[src/sv/clma_pkg.sv]
package clma_pkg;

  localparam int unsigned CounterW    = 63;
  localparam int unsigned WideW       = 64;
  localparam int unsigned NumCounters = 9;
  localparam int unsigned IdleIndex   = 3;
  localparam int unsigned LoadW       = 7;
  localparam int unsigned LoadMaxInt  = 100;
  localparam logic [LoadW-1:0] LoadMax = LoadW'(LoadMaxInt);
  localparam int unsigned WindowLen   = 5;

  // Column sum of the bit-serial adders: carry plus one bit per counter.
  localparam int unsigned CarryW  = $clog2(NumCounters);
  localparam int unsigned ColW    = CarryW + 1;
  localparam int unsigned BitCntW = $clog2(WideW);

  // Restoring division of 100*a by b, one quotient bit per cycle.
  localparam int unsigned DivW     = WideW + LoadW;
  localparam int unsigned DvsShift = LoadW - 1;
  localparam int unsigned StepW    = $clog2(LoadW);

  // Window sum and mean by reciprocal multiplication.
  localparam int unsigned SumW      = $clog2(WindowLen * LoadMaxInt + 1);
  localparam int unsigned SeenW     = $clog2(WindowLen + 1);
  localparam int unsigned MeanShift = 16;
  localparam int unsigned RecipW    = MeanShift + 1;
  localparam int unsigned MeanRecip = ((1 << MeanShift) + WindowLen - 1) / WindowLen;
  localparam int unsigned ProdW     = SumW + RecipW;

  typedef struct packed {
    logic                sample_ok;
    logic [CounterW-1:0] user_time;
    logic [CounterW-1:0] nice_time;
    logic [CounterW-1:0] system_time;
    logic [CounterW-1:0] idle_time;
    logic [CounterW-1:0] iowait_time;
    logic [CounterW-1:0] irq_time;
    logic [CounterW-1:0] softirq_time;
    logic [CounterW-1:0] steal_time;
    logic [CounterW-1:0] guest_time;
  } clma_in_t;

  typedef struct packed {
    logic [LoadW-1:0] load_percent;
    logic             window_full;
  } clma_out_t;

  typedef struct packed {
    logic load;
    logic shift;
  } clma_ser_ctrl_t;

  // Deltas against the previous valid sample and their two's complement negations.
  typedef struct packed {
    logic [WideW-1:0] dbusy;
    logic [WideW-1:0] nbusy;
    logic [WideW-1:0] dtotal;
    logic [WideW-1:0] ntotal;
  } clma_delta_t;

endpackage

[src/sv/clma_serial.sv]
module clma_serial
  import clma_pkg::*;
(
  input  logic           clk_i,
  input  logic           rst_ni,
  input  clma_ser_ctrl_t ctrl_i,
  input  clma_in_t       sample_i,
  output clma_delta_t    delta_o
);

  logic [CounterW-1:0] ctr_in [NumCounters];
  logic [CounterW-1:0] cnt_q  [NumCounters];

  logic [CarryW-1:0] tot_c_q, tot_c_d, busy_c_q, busy_c_d;
  logic              tot_b_q, tot_b_d, busy_b_q, busy_b_d;
  logic              tot_s_q, tot_s_d, busy_s_q, busy_s_d;
  logic [WideW-1:0]  prev_busy_q, prev_total_q;
  logic [WideW-1:0]  dbusy_q, nbusy_q, dtotal_q, ntotal_q;

  logic [ColW-1:0] tot_sum, busy_sum;
  logic            tot_bit, busy_bit;
  logic            dbusy_bit, dtotal_bit, nbusy_bit, ntotal_bit;

  assign ctr_in[0] = sample_i.user_time;
  assign ctr_in[1] = sample_i.nice_time;
  assign ctr_in[2] = sample_i.system_time;
  assign ctr_in[3] = sample_i.idle_time;
  assign ctr_in[4] = sample_i.iowait_time;
  assign ctr_in[5] = sample_i.irq_time;
  assign ctr_in[6] = sample_i.softirq_time;
  assign ctr_in[7] = sample_i.steal_time;
  assign ctr_in[8] = sample_i.guest_time;

  // One column of the nine-way sum per cycle; busy leaves out the idle counter.
  always_comb begin
    tot_sum  = ColW'(tot_c_q);
    busy_sum = ColW'(busy_c_q);
    for (int i = 0; i < NumCounters; i++) begin
      tot_sum = tot_sum + ColW'(cnt_q[i][0]);
      if (i != IdleIndex) begin
        busy_sum = busy_sum + ColW'(cnt_q[i][0]);
      end
    end
    tot_bit  = tot_sum[0];
    busy_bit = busy_sum[0];
    tot_c_d  = tot_sum[ColW-1:1];
    busy_c_d = busy_sum[ColW-1:1];

    dbusy_bit  = busy_bit ^ prev_busy_q[0] ^ busy_b_q;
    busy_b_d   = (~busy_bit & (prev_busy_q[0] | busy_b_q)) | (prev_busy_q[0] & busy_b_q);
    dtotal_bit = tot_bit ^ prev_total_q[0] ^ tot_b_q;
    tot_b_d    = (~tot_bit & (prev_total_q[0] | tot_b_q)) | (prev_total_q[0] & tot_b_q);

    // Negation LSB first: bits pass unchanged up to and including the first one.
    nbusy_bit  = dbusy_bit ^ busy_s_q;
    busy_s_d   = busy_s_q | dbusy_bit;
    ntotal_bit = dtotal_bit ^ tot_s_q;
    tot_s_d    = tot_s_q | dtotal_bit;
  end

  always_ff @(posedge clk_i or negedge rst_ni) begin
    if (!rst_ni) begin
      tot_c_q      <= '0;
      busy_c_q     <= '0;
      tot_b_q      <= 1'b0;
      busy_b_q     <= 1'b0;
      tot_s_q      <= 1'b0;
      busy_s_q     <= 1'b0;
      prev_busy_q  <= '0;
      prev_total_q <= '0;
    end else if (ctrl_i.load) begin
      tot_c_q  <= '0;
      busy_c_q <= '0;
      tot_b_q  <= 1'b0;
      busy_b_q <= 1'b0;
      tot_s_q  <= 1'b0;
      busy_s_q <= 1'b0;
    end else if (ctrl_i.shift) begin
      tot_c_q      <= tot_c_d;
      busy_c_q     <= busy_c_d;
      tot_b_q      <= tot_b_d;
      busy_b_q     <= busy_b_d;
      tot_s_q      <= tot_s_d;
      busy_s_q     <= busy_s_d;
      prev_busy_q  <= {busy_bit, prev_busy_q[WideW-1:1]};
      prev_total_q <= {tot_bit, prev_total_q[WideW-1:1]};
    end
  end

  always_ff @(posedge clk_i) begin
    if (ctrl_i.load) begin
      for (int i = 0; i < NumCounters; i++) begin
        cnt_q[i] <= ctr_in[i];
      end
    end else if (ctrl_i.shift) begin
      for (int i = 0; i < NumCounters; i++) begin
        cnt_q[i] <= cnt_q[i] >> 1;
      end
      dbusy_q  <= {dbusy_bit, dbusy_q[WideW-1:1]};
      nbusy_q  <= {nbusy_bit, nbusy_q[WideW-1:1]};
      dtotal_q <= {dtotal_bit, dtotal_q[WideW-1:1]};
      ntotal_q <= {ntotal_bit, ntotal_q[WideW-1:1]};
    end
  end

  assign delta_o.dbusy  = dbusy_q;
  assign delta_o.nbusy  = nbusy_q;
  assign delta_o.dtotal = dtotal_q;
  assign delta_o.ntotal = ntotal_q;

endmodule

[src/sv/clma_ratio.sv]
module clma_ratio
  import clma_pkg::*;
(
  input  logic             clk_i,
  input  logic             rst_ni,
  input  logic             start_i,
  input  clma_delta_t      delta_i,
  output logic             done_o,
  output logic [LoadW-1:0] load_o
);

  localparam logic [1:0] PhIdle  = 2'd0;
  localparam logic [1:0] PhClass = 2'd1;
  localparam logic [1:0] PhMul   = 2'd2;
  localparam logic [1:0] PhDiv   = 2'd3;

  logic [1:0]       phase_q, phase_d;
  logic [DivW-1:0]  rem_q, rem_d, dvs_q, dvs_d;
  logic [LoadW-1:0] quot_q, quot_d, load_q, load_d;
  logic [StepW-1:0] step_q, step_d;
  logic             early_q, early_d;

  logic             neg_b, neg_t, zero_b, zero_t, hi_nz;
  logic [WideW-1:0] a_mag, b_mag;
  logic [DivW:0]    diff;
  logic             qbit;

  always_comb begin
    neg_b  = delta_i.dbusy[WideW-1];
    neg_t  = delta_i.dtotal[WideW-1];
    zero_b = (delta_i.dbusy == '0);
    zero_t = (delta_i.dtotal == '0);
    hi_nz  = |delta_i.dbusy[WideW-1:LoadW];
    a_mag  = neg_b ? delta_i.nbusy : delta_i.dbusy;
    b_mag  = neg_t ? delta_i.ntotal : delta_i.dtotal;
    diff   = {1'b0, rem_q} - {1'b0, dvs_q};
    qbit   = ~diff[DivW];

    phase_d = phase_q;
    rem_d   = rem_q;
    dvs_d   = dvs_q;
    quot_d  = quot_q;
    load_d  = load_q;
    step_d  = step_q;
    early_d = early_q;
    done_o  = 1'b0;

    unique case (phase_q)
      PhIdle: begin
        if (start_i) begin
          rem_d   = DivW'(a_mag);
          dvs_d   = DivW'(b_mag) << DvsShift;
          early_d = zero_t | zero_b | (neg_b != neg_t);
          quot_d  = '0;
          // With an unchanged total a non-negative busy delta, clamped to LoadMax, is the load.
          if (zero_t && !neg_b) begin
            quot_d = (hi_nz || (delta_i.dbusy[LoadW-1:0] > LoadMax)) ?
                     LoadMax : delta_i.dbusy[LoadW-1:0];
          end
          phase_d = PhClass;
        end
      end
      PhClass: begin
        if (early_q) begin
          load_d  = quot_q;
          done_o  = 1'b1;
          phase_d = PhIdle;
        end else if (rem_q[WideW-1:0] >= dvs_q[DvsShift +: WideW]) begin
          load_d  = LoadMax;
          done_o  = 1'b1;
          phase_d = PhIdle;
        end else begin
          rem_d   = (rem_q << 2) + rem_q;
          phase_d = PhMul;
        end
      end
      PhMul: begin
        rem_d   = ((rem_q << 2) + rem_q) << 2;
        quot_d  = '0;
        step_d  = '0;
        phase_d = PhDiv;
      end
      PhDiv: begin
        if (qbit) begin
          rem_d = diff[DivW-1:0];
        end
        dvs_d  = dvs_q >> 1;
        quot_d = {quot_q[LoadW-2:0], qbit};
        step_d = step_q + StepW'(1);
        if (step_q == StepW'(LoadW - 1)) begin
          load_d  = quot_d;
          done_o  = 1'b1;
          phase_d = PhIdle;
        end
      end
      default: phase_d = PhIdle;
    endcase
  end

  always_ff @(posedge clk_i or negedge rst_ni) begin
    if (!rst_ni) begin
      phase_q <= PhIdle;
      load_q  <= '0;
      step_q  <= '0;
      early_q <= 1'b0;
    end else begin
      phase_q <= phase_d;
      load_q  <= load_d;
      step_q  <= step_d;
      early_q <= early_d;
    end
  end

  always_ff @(posedge clk_i) begin
    rem_q  <= rem_d;
    dvs_q  <= dvs_d;
    quot_q <= quot_d;
  end

  assign load_o = load_q;

endmodule

[src/sv/clma_window.sv]
module clma_window
  import clma_pkg::*;
(
  input  logic             clk_i,
  input  logic             rst_ni,
  input  logic             push_i,
  input  logic [LoadW-1:0] load_i,
  output logic [LoadW-1:0] mean_o,
  output logic             full_o
);

  logic [LoadW-1:0] win_q [WindowLen];
  logic [SumW-1:0]  sum_q;
  logic [SeenW-1:0] seen_q;
  logic [SumW:0]    sum_ext;
  logic [ProdW-1:0] prod;

  // The running sum trades the oldest load for the newest one.
  assign sum_ext = {1'b0, sum_q} + (SumW + 1)'(load_i) - (SumW + 1)'(win_q[WindowLen-1]);
  assign prod    = ProdW'(sum_q) * ProdW'(MeanRecip);

  always_ff @(posedge clk_i or negedge rst_ni) begin
    if (!rst_ni) begin
      for (int i = 0; i < WindowLen; i++) begin
        win_q[i] <= '0;
      end
      sum_q  <= '0;
      seen_q <= '0;
    end else if (push_i) begin
      win_q[0] <= load_i;
      for (int i = 1; i < WindowLen; i++) begin
        win_q[i] <= win_q[i-1];
      end
      sum_q <= sum_ext[SumW-1:0];
      if (!full_o) begin
        seen_q <= seen_q + SeenW'(1);
      end
    end
  end

  assign full_o = (seen_q == SeenW'(WindowLen));
  assign mean_o = prod[MeanShift +: LoadW];

endmodule

[src/sv/cpu_load_moving_average.sv]
// Flow: a valid sample passes through the bit-serial steps over all bits, a start step,
// then classify, scale and one-bit-per-cycle division, then push and mean. A load settled
// without division skips the scale and division steps; an invalid sample goes to push.
// One sample is in work at a time, so a new input is accepted only after the last result
// has entered the output register, which waits while that register is stalled.
// Reset clears the previous busy and total counts, the latest load and the load window.
module cpu_load_moving_average
  import clma_pkg::*;
(
  input  logic      clk_i,
  input  logic      rst_ni,
  input  logic      in_valid_i,
  output logic      in_ready_o,
  input  clma_in_t  in_data_i,
  output logic      out_valid_o,
  input  logic      out_ready_i,
  output clma_out_t out_data_o
);

  localparam logic [2:0] StIdle   = 3'd0;
  localparam logic [2:0] StSerial = 3'd1;
  localparam logic [2:0] StStart  = 3'd2;
  localparam logic [2:0] StWait   = 3'd3;
  localparam logic [2:0] StPush   = 3'd4;
  localparam logic [2:0] StMean   = 3'd5;

  logic [2:0]         state_q, state_d;
  logic [BitCntW-1:0] bit_cnt_q, bit_cnt_d;
  logic               out_valid_q, out_valid_d;
  clma_out_t          out_q, out_d;

  clma_ser_ctrl_t   ser_ctrl;
  clma_delta_t      delta;
  logic             ratio_start, ratio_done;
  logic [LoadW-1:0] latest_load, mean;
  logic             push, win_full;

  clma_serial u_serial (
    .clk_i    (clk_i),
    .rst_ni   (rst_ni),
    .ctrl_i   (ser_ctrl),
    .sample_i (in_data_i),
    .delta_o  (delta)
  );

  clma_ratio u_ratio (
    .clk_i   (clk_i),
    .rst_ni  (rst_ni),
    .start_i (ratio_start),
    .delta_i (delta),
    .done_o  (ratio_done),
    .load_o  (latest_load)
  );

  clma_window u_window (
    .clk_i  (clk_i),
    .rst_ni (rst_ni),
    .push_i (push),
    .load_i (latest_load),
    .mean_o (mean),
    .full_o (win_full)
  );

  assign in_ready_o = (state_q == StIdle);

  always_comb begin
    state_d        = state_q;
    bit_cnt_d      = bit_cnt_q;
    ser_ctrl.load  = 1'b0;
    ser_ctrl.shift = 1'b0;
    ratio_start    = 1'b0;
    push           = 1'b0;
    out_valid_d    = out_valid_q & ~out_ready_i;
    out_d          = out_q;

    unique case (state_q)
      StIdle: begin
        if (in_valid_i) begin
          if (in_data_i.sample_ok) begin
            ser_ctrl.load = 1'b1;
            bit_cnt_d     = '0;
            state_d       = StSerial;
          end else begin
            state_d = StPush;
          end
        end
      end
      StSerial: begin
        ser_ctrl.shift = 1'b1;
        bit_cnt_d      = bit_cnt_q + BitCntW'(1);
        if (bit_cnt_q == BitCntW'(WideW - 1)) begin
          state_d = StStart;
        end
      end
      StStart: begin
        ratio_start = 1'b1;
        state_d     = StWait;
      end
      StWait: begin
        if (ratio_done) begin
          state_d = StPush;
        end
      end
      StPush: begin
        push    = 1'b1;
        state_d = StMean;
      end
      StMean: begin
        if (!out_valid_q || out_ready_i) begin
          out_valid_d        = 1'b1;
          out_d.window_full  = win_full;
          out_d.load_percent = win_full ? mean : '0;
          state_d            = StIdle;
        end
      end
      default: state_d = StIdle;
    endcase
  end

  always_ff @(posedge clk_i or negedge rst_ni) begin
    if (!rst_ni) begin
      state_q     <= StIdle;
      bit_cnt_q   <= '0;
      out_valid_q <= 1'b0;
    end else begin
      state_q     <= state_d;
      bit_cnt_q   <= bit_cnt_d;
      out_valid_q <= out_valid_d;
    end
  end

  always_ff @(posedge clk_i) begin
    out_q <= out_d;
  end

  assign out_valid_o = out_valid_q;
  assign out_data_o  = out_q;

`ifndef ASSERT_OFF
  a_load_range: assert property (@(posedge clk_i) disable iff (!rst_ni)
    out_valid_o |-> (out_data_o.load_percent <= LoadMax))
    else $error("load percent above the maximum");

  a_valid_to_serial: assert property (@(posedge clk_i) disable iff (!rst_ni)
    (in_valid_i && in_ready_o && in_data_i.sample_ok) |=> (state_q == StSerial))
    else $error("valid sample did not start the serial pass");

  a_done_in_wait: assert property (@(posedge clk_i) disable iff (!rst_ni)
    ratio_done |-> (state_q == StWait))
    else $error("load unit finished outside the wait state");

  a_full_sticks: assert property (@(posedge clk_i) disable iff (!rst_ni)
    win_full |=> win_full)
    else $error("window full flag dropped");

  a_empty_mean_zero: assert property (@(posedge clk_i) disable iff (!rst_ni)
    (out_valid_o && !out_data_o.window_full) |-> (out_data_o.load_percent == '0))
    else $error("nonzero load before the window filled");
`endif

endmodule

[config.mk]
export PLATFORM = sky130hd
export DESIGN_NAME = cpu_load_moving_average
export DESIGN_NICKNAME = d
export VERILOG_FILES = /design/src/sv/clma_pkg.sv /design/src/sv/clma_serial.sv /design/src/sv/clma_ratio.sv /design/src/sv/clma_window.sv /design/src/sv/cpu_load_moving_average.sv
export SDC_FILE = /design/constraint.sdc
export NUM_CORES = 2
export LEC_CHECK = 0
export ABC_AREA = 0
export BUFFER_PORTS_ARGS = -buffer_cell sky130_fd_sc_hd__buf_2
export CAP_MARGIN = 20
export CORE_ASPECT_RATIO = 0.75
export CORE_MARGIN = 8
export CORE_UTILIZATION = 45
export CTS_BUF_LIST = sky130_fd_sc_hd__clkbuf_4 sky130_fd_sc_hd__clkbuf_8 sky130_fd_sc_hd__clkbuf_16
export CTS_CLUSTER_DIAMETER = 40
export CTS_CLUSTER_SIZE = 12
export DETAILED_ROUTE_END_ITERATION = 10
export GPL_ROUTABILITY_DRIVEN = 0
export PLACE_DENSITY = 0.63
export SLEW_MARGIN = 40
export SYNTH_ARGS = -nofsm -noshare
export SYNTH_HDL_FRONTEND = slang
export SYNTH_SLANG_ARGS = --single-unit
[constraint.sdc]
create_clock -name clk_i -period 18.9 [get_ports clk_i]
set_input_delay 0 -clock clk_i [delete_from_list [all_inputs] [get_ports clk_i]]
set_output_delay 0 -clock clk_i [all_outputs]
set_load 0.05 [all_outputs]
=== Yosys cells after proc, flatten, opt, wreduce, memory -nomap -nowiden ===
Memories as Yosys holds them, arrays and structs flattened.
Cells that the tools add are included.

* Register bits: 623
* Bits in writable memories: 567
* Input bits: 572
* Output and inout bits: 10
* Word-level logic and storage cells: 213
* Memories: 1

{| class="wikitable"
|+ Memories
! name !! words !! width !! read ports !! clocked after Yosys merged registers in !! wr ports !! line !! source
|-
| u_serial.cnt_q || 9 || 63 || 9 || 0 || 9 || clma_serial.sv:12 || <nowiki>logic [CounterW-1:0] cnt_q [NumCounters];</nowiki>
|}

* Add/sub/neg operators: 24
* $mul: 1
* Magnitude comparators: 2
* Eq/ne operators: 23
* Muxes and demuxes: 70
* Bitwise operators: 34
* Reductions and logical operators: 27

{| class="wikitable"
|+ Operator list
! operator !! number
|-
| two-way mux 63 bit || 9
|-
| two-way mux 71 bit || 5
|-
| one-hot mux 71 bit (4 select lines) || 1
|-
| one-hot mux 71 bit (2 select lines) || 1
|-
| zero test 64 bit || 2
|-
| two-way mux 64 bit || 2
|-
| adder 5 x 1 -> 5 bit || 15
|-
| subtractor 71 x 71 -> 72 bit || 1
|-
| adder 71 bit || 1
|-
| greater-or-equal comparator 64 bit || 1
|-
| OR reduction 57 bit || 1
|-
| two-way mux 7 bit || 6
|-
| two-way mux 1 bit || 24
|-
| multiplier 9 x 12 -> 21 bit, second input constant || 1
|-
| one-hot mux 7 bit (3 select lines) || 1
|-
| one-hot mux 3 bit (6 select lines) || 1
|-
| bitwise OR 1 bit || 17
|-
| two-way mux 4 bit || 4
|-
| != test 2 bit, second input constant || 8
|-
| two-way mux 3 bit || 5
|-
| one-hot mux 7 bit (2 select lines) || 1
|-
| AND reduction 2 bit || 7
|-
| equality test 3 bit, second input constant || 4
|-
| two-way mux 6 bit || 2
|-
| 31 further kinds || 61
|}

=== Depth between registers and ports, before layout ===
An unclocked memory read counts as a cell.

* Depth after elaboration: 15
* Mapped depth: 20
* Gate-level depth less buffers: 20

=== By module ===
Synthesis repeated with hierarchy kept, for this count alone.

* Cell total of the unflattened synthesis: 4450
* Area total of the unflattened synthesis: 62398.6 um^2

{| class="wikitable"
|+ Modules (own cells, without submodules)
! module !! instances !! cells an instance !! area each (um^2) !! seq. area each (um^2)
|-
| clma_serial || 1 || 1840 || 38552.0 || 28217.1
|-
| clma_ratio || 1 || 2184 || 19107.1 || 4769.6
|-
| clma_window || 1 || 347 || 3836.2 || 1176.1
|-
| cpu_load_moving_average || 1 || 79 || 903.4 || 490.5
|}

=== Least setup slack after synthesis ===
No wires, ideal clock.

* Path kind: reg2reg
* From: reg state_q[2]
* To: mem u_serial.cnt_q[0][0] (enable)
* Library setup time: 0.959 ns
* Data arrival time: 14.190 ns
* Required time: 17.941 ns
* Setup slack: 3.750 ns
* Cell stages (with the launch flop): 6
* Path buffers: 2
* Period minus slack after synthesis: 15.150 ns
* Cells stage by stage: dfrtp_1 -> clkbuf_1 -> nor3_1 -> nand3_1 -> clkbuf_1 -> nand2_1

{| class="wikitable"
|+ RTL lines
! item !! line !! source
|-
| start: declaration || cpu_load_moving_average.sv:27 || <nowiki>logic [2:0] state_q, state_d;</nowiki>
|-
| start signal: assignment || cpu_load_moving_average.sv:122 || <nowiki>state_q <= StIdle;</nowiki>
|-
| start signal: assignment || cpu_load_moving_average.sv:126 || <nowiki>state_q <= state_d;</nowiki>
|-
| end: declaration || clma_serial.sv:12 ||
|}

=== Final worst setup path ===
* From: reg u_ratio.rem_q[13]
* To: reg u_ratio.rem_q[38] (enable)

* Cells in the longest elaborated chain, start to end: 3
* Elaborated cells on any way between the ends: 5
* Those cells by class: add/sub: 1; order compare: 1; eq/ne: 2; reduce/logical: 1

{| class="wikitable"
|+ Ends and longest elaborated chain
! item !! line !! source
|-
| start: declaration || clma_ratio.sv:18 || <nowiki>logic [DivW-1:0] rem_q, rem_d, dvs_q, dvs_d;</nowiki>
|-
| start signal: assignment || clma_ratio.sv:115 || <nowiki>rem_q <= rem_d;</nowiki>
|-
| subtractor 71 x 71 -> 72 bit or greater-or-equal comparator 64 bit (tied branches) || clma_ratio.sv:36, clma_ratio.sv:68 ||
|-
| != test 2 bit (no line) || - ||
|-
| AND reduction 4 bit (no line) (*) || - ||
|}

Every way passes the cells marked *; elsewhere a longest branch is shown, timed or not.
A chain may end at the register's enable or synchronous reset.

==> implementation parameters <==
Parameter                              Value

Run status
  Outcome    finished, final reports clean

Min path
  Worst-case hold path end point    u_serial.cnt_q[0][315]$_DFFE_PP_
  Worst Min Path Start    in_data_i[189]
  Worst hold-check path type    in2reg
  Min-Delay Path Depth    4

Finish
  Flip-flop and latch area    34700 sq um
  Nets@finish    8199
  Final Util    59.4%
  Fill cell instance count of the final layout    10300
  Multi-input logic area    24200 sq um
  Most used cells in the layout excluding fill and tap cells    sky130_fd_sc_hd__nand2_1 (2392), sky130_fd_sc_hd__edfxtp_1 (979), sky130_fd_sc_hd__dlygate4sd3_1 (859)
  Most common cell after layout, fill and taps aside    sky130_fd_sc_hd__nand2_1
  Layout cells sized above 1    14.0%
  P&R area growth vs syn    30.9%
  Non-filler cells in the finished layout    9278

Synth
  Largest cells by area after synthesis    sky130_fd_sc_hd__edfxtp_1 (48%), sky130_fd_sc_hd__nand2_1 (15%), sky130_fd_sc_hd__dfrtp_1 (8.7%)
  Portion of the post-synthesis area used by sequential elements    57.1%
  Synthesized area per cell    10.2 sq um
  Share of async-settable or async-resettable flops after synthesis    17.7%
  Synth Register Bits    1189
  Synthesized area    60700 sq um
  Count of flip-flops with a built-in enable after synthesis    979
  Primary flip-flop cell chosen by synthesis mapping    sky130_fd_sc_hd__edfxtp_1
  Synthesis Warnings    0
  Fraction of synthesized cell area taken by the top area cell type    48.5%
  Synth area leader    sky130_fd_sc_hd__edfxtp_1
  Net count after synthesis    6835
  Number of distinct library cells after synthesis    75
  Cells after synthesis    5943

Worst setup path
  CP endpoint kind    flop
  Data required time at the worst endpoint    19.30 ns
  Worst R2R End    u_ratio.rem_q[38]$_DFFE_PP_
  CP startpoint kind    flop
  Worst Reg-to-Reg Cells    11
  Reg2Reg Launch Point    u_ratio.rem_q[13]$_DFFE_PP_
  Critical path data arrival time    5.63 ns
  Critical path class    reg2reg
  Biggest fanout along the worst timing path    37
  Minimum setup slack among reg-to-reg paths    13.66 ns

Floorplan
  I/O pins    582
  Initial Util    45.4%
  Width of the die    440 um
  Total core area    134000 sq um
  Die Height    334 um
  Floorplan row count    116
  Die footprint    147000 sq um

Power
  Max rail drop VDD    0.193 mV
  P per Cell Area    209 nW/um^2
  Total leakage power    35.0 nW

Clock network
  Quantity of hold-fixing buffers added after cts    860
  Maximum count of clock buffers along a single path    3
  Buffers inserted by post-CTS timing repair    0
  Cell at the root of the clock tree    sky130_fd_sc_hd__clkbuf_16
  Number of buffers created by CTS    156
  Clk sink count    1189
  Clock-pin slew on the worst setup and hold paths    0.06 ns
  Number of instances resized during post-cts repair    0
  Skew-Pair Late Insertion Delay    0.81 ns
  H-Tree Level Count    4
  CTS tree    done

Drt
  Overall via count from detail_route    52000
  Total DRC errors in the routed layout    0
  Average wire per standard cell    22.1 um
  Number of optimization iterations in the first detailed-route pass    8
  Vias per std cell    5.61
  Number of violations reported at the end of detailed-routing iteration 0    6477
  Routed Wire Length    205000 um
  Number of nets still failing antenna checks after routing    0

Global route
  Largest net degree at the start of global routing    196
  Number of antenna violations at the first check in global routing    71
  Aggregate global routing overflow    0
  Global-route wire length before repair    309000 um
  Total track usage    27.1%
  Vias in the first global route    52200

Place
  DP Cell Count    8056
  Half-perimeter wire length of the detailed placement result    125000 um
  Input/output buffers    581

Timing
  Worst rel slew slack    37.6%
  Post-route fraction of the period consumed by the critical path    27.7%
  RSZ-0062 raised after global routing    false
  Final period demand of the worst path    5.24 ns
  Max Fclk    0.191 GHz
  Finish-stage setup viols    0
  Slew at the pin closest to its max-slew limit    0.926 ns
  Final hold slack    0.0450 ns
  Number of max-slew violations in the final report    0
  Clock tree skew after final layout    0.0436 ns
  Endpoints failing hold    0
  Final sum of negative setup slack    0 ns

Job
  Number of max-cap violations    0
## sequential cells by signal, indices dropped and copies added, names as in the netlist, 4 cells and up, named ones only
name / cells
u_window.win_q: 35
u_serial.nbusy_q: 64
u_serial.cnt_q: 567
u_serial.prev_total_q: 64
u_ratio.dvs_q: 70
u_ratio.rem_q: 71
u_serial.tot_c_q: 4
u_ratio.quot_q: 7
bit_cnt_q: 6
u_ratio.load_o: 7
u_serial.dbusy_q: 64
out_data_o: 8
u_serial.prev_busy_q: 64
u_serial.ntotal_q: 64
u_window.sum_q: 9
u_serial.dtotal_q: 64
u_serial.busy_c_q: 4
## power breakdown
part / internal, W / switching [W] / leakage (nW)
combinational: 0.00305 / 0.00524 / 20.4
sequential: 0.00467 / 0.000665 / 12.1
clock: 0.00175 / 0.00125 / 2.58
total: 0.00947 / 0.00716 / 35.0
## worst max-delay path by stage
stage	start	end	slack, ns	depth (start not counted)
after floorplan	state_q[2]$_DFFE_PN0P_	u_serial.cnt_q[0][0]$_DFFE_PP_	3.75	5
after global placement	u_ratio.rem_q[6]$_DFFE_PP_	u_ratio.rem_q[35]$_DFFE_PP_	13.40	12
after detailed placement	u_ratio.rem_q[6]$_DFFE_PP_	u_ratio.rem_q[35]$_DFFE_PP_	13.75	12
after CTS	u_ratio.rem_q[13]$_DFFE_PP_	u_ratio.rem_q[38]$_DFFE_PP_	13.73	11
after global routing	u_ratio.rem_q[13]$_DFFE_PP_	u_ratio.rem_q[35]$_DFFE_PP_	13.63	11
final	u_ratio.rem_q[13]$_DFFE_PP_	u_ratio.rem_q[38]$_DFFE_PP_	13.66	11
## cell usage after synthesis (18+ instances only)
library cell               number
sky130_fd_sc_hd__mux2_2        48
sky130_fd_sc_hd__clkbuf_1     259
sky130_fd_sc_hd__nor2b_1       26
sky130_fd_sc_hd__and2_1        19
sky130_fd_sc_hd__nand3_1       46
sky130_fd_sc_hd__edfxtp_1     979
sky130_fd_sc_hd__o21bai_1      30
sky130_fd_sc_hd__a211oi_1      18
sky130_fd_sc_hd__nor4_1        45
sky130_fd_sc_hd__nor3_1        37
sky130_fd_sc_hd__nand2b_1      20
sky130_fd_sc_hd__mux2i_1       76
sky130_fd_sc_hd__a21o_1        85
sky130_fd_sc_hd__xnor2_1       93
sky130_fd_sc_hd__a21oi_1      224
sky130_fd_sc_hd__a31oi_1       22
sky130_fd_sc_hd__o21ai_0      225
sky130_fd_sc_hd__nand4_1       68
sky130_fd_sc_hd__ha_1         277
sky130_fd_sc_hd__nand2_1     2394
sky130_fd_sc_hd__dfrtp_1      210
sky130_fd_sc_hd__o211ai_1      18
sky130_fd_sc_hd__mux4_2        47
sky130_fd_sc_hd__xor2_1        66
sky130_fd_sc_hd__nor2_1       147
sky130_fd_sc_hd__inv_1        225
sky130_fd_sc_hd__fa_1          43
## critical path: stages, from the launching register on
cell and delay (ns):
sky130_fd_sc_hd__edfxtp_1 0.48, sky130_fd_sc_hd__ha_1 0.49, sky130_fd_sc_hd__nand4_1 0.35, sky130_fd_sc_hd__nor3_1 0.45
sky130_fd_sc_hd__o2111ai_1 0.39, sky130_fd_sc_hd__a2111oi_2 0.66, sky130_fd_sc_hd__nor2_1 0.28, sky130_fd_sc_hd__a21oi_2 0.28
sky130_fd_sc_hd__a221o_1 0.26, sky130_fd_sc_hd__a41oi_2 0.38, sky130_fd_sc_hd__a21oi_4 0.28, sky130_fd_sc_hd__buf_4 0.47
## metal layers
metal	GRT usage, %	routed length, um	vias to the layer above
met5	0	140	-
met4	15.4	13700	16
met3	10.3	23500	951
met2	38.9	87100	3172
met1	34.9	80400	24600
li1	-	-	23300
## final cells by class
class                   count  share of cell area (%)
clock inverters            98                    1.21
diodes                     73                   0.230
multi-input cells        4248                    30.5
repair buffers           1485                    15.2
well taps                1770                    2.79
clock buffers             188                    5.37
flip-flops and latches   1189                    43.6
inverters                 227                    1.09
## cells by family after synthesis
family                     Yosys count  synth area share, %
adders and majority gates          320                 7.13
AOI/OAI and AO/OA                  750                 7.62
xor gates and xnor gates           159                 2.30
muxes                              171                 3.89
and+or+nand+nor                   2848                 18.8
buffers and inverters              506                 3.15
DFF                               1189                 57.1
## through the flow
stage	worst slack, ns	area, sq um	total power [W]
finish	13.66	79400	0.0166
global route	13.63	79400	0.0177
CTS	13.73	79100	0.0162
detailed placement	13.75	65300	0.0130
global placement	13.40	65200	0.0129
floorplan	3.75	60700	0.0113
No activity file was read; power rests on OpenSTA's default activity.
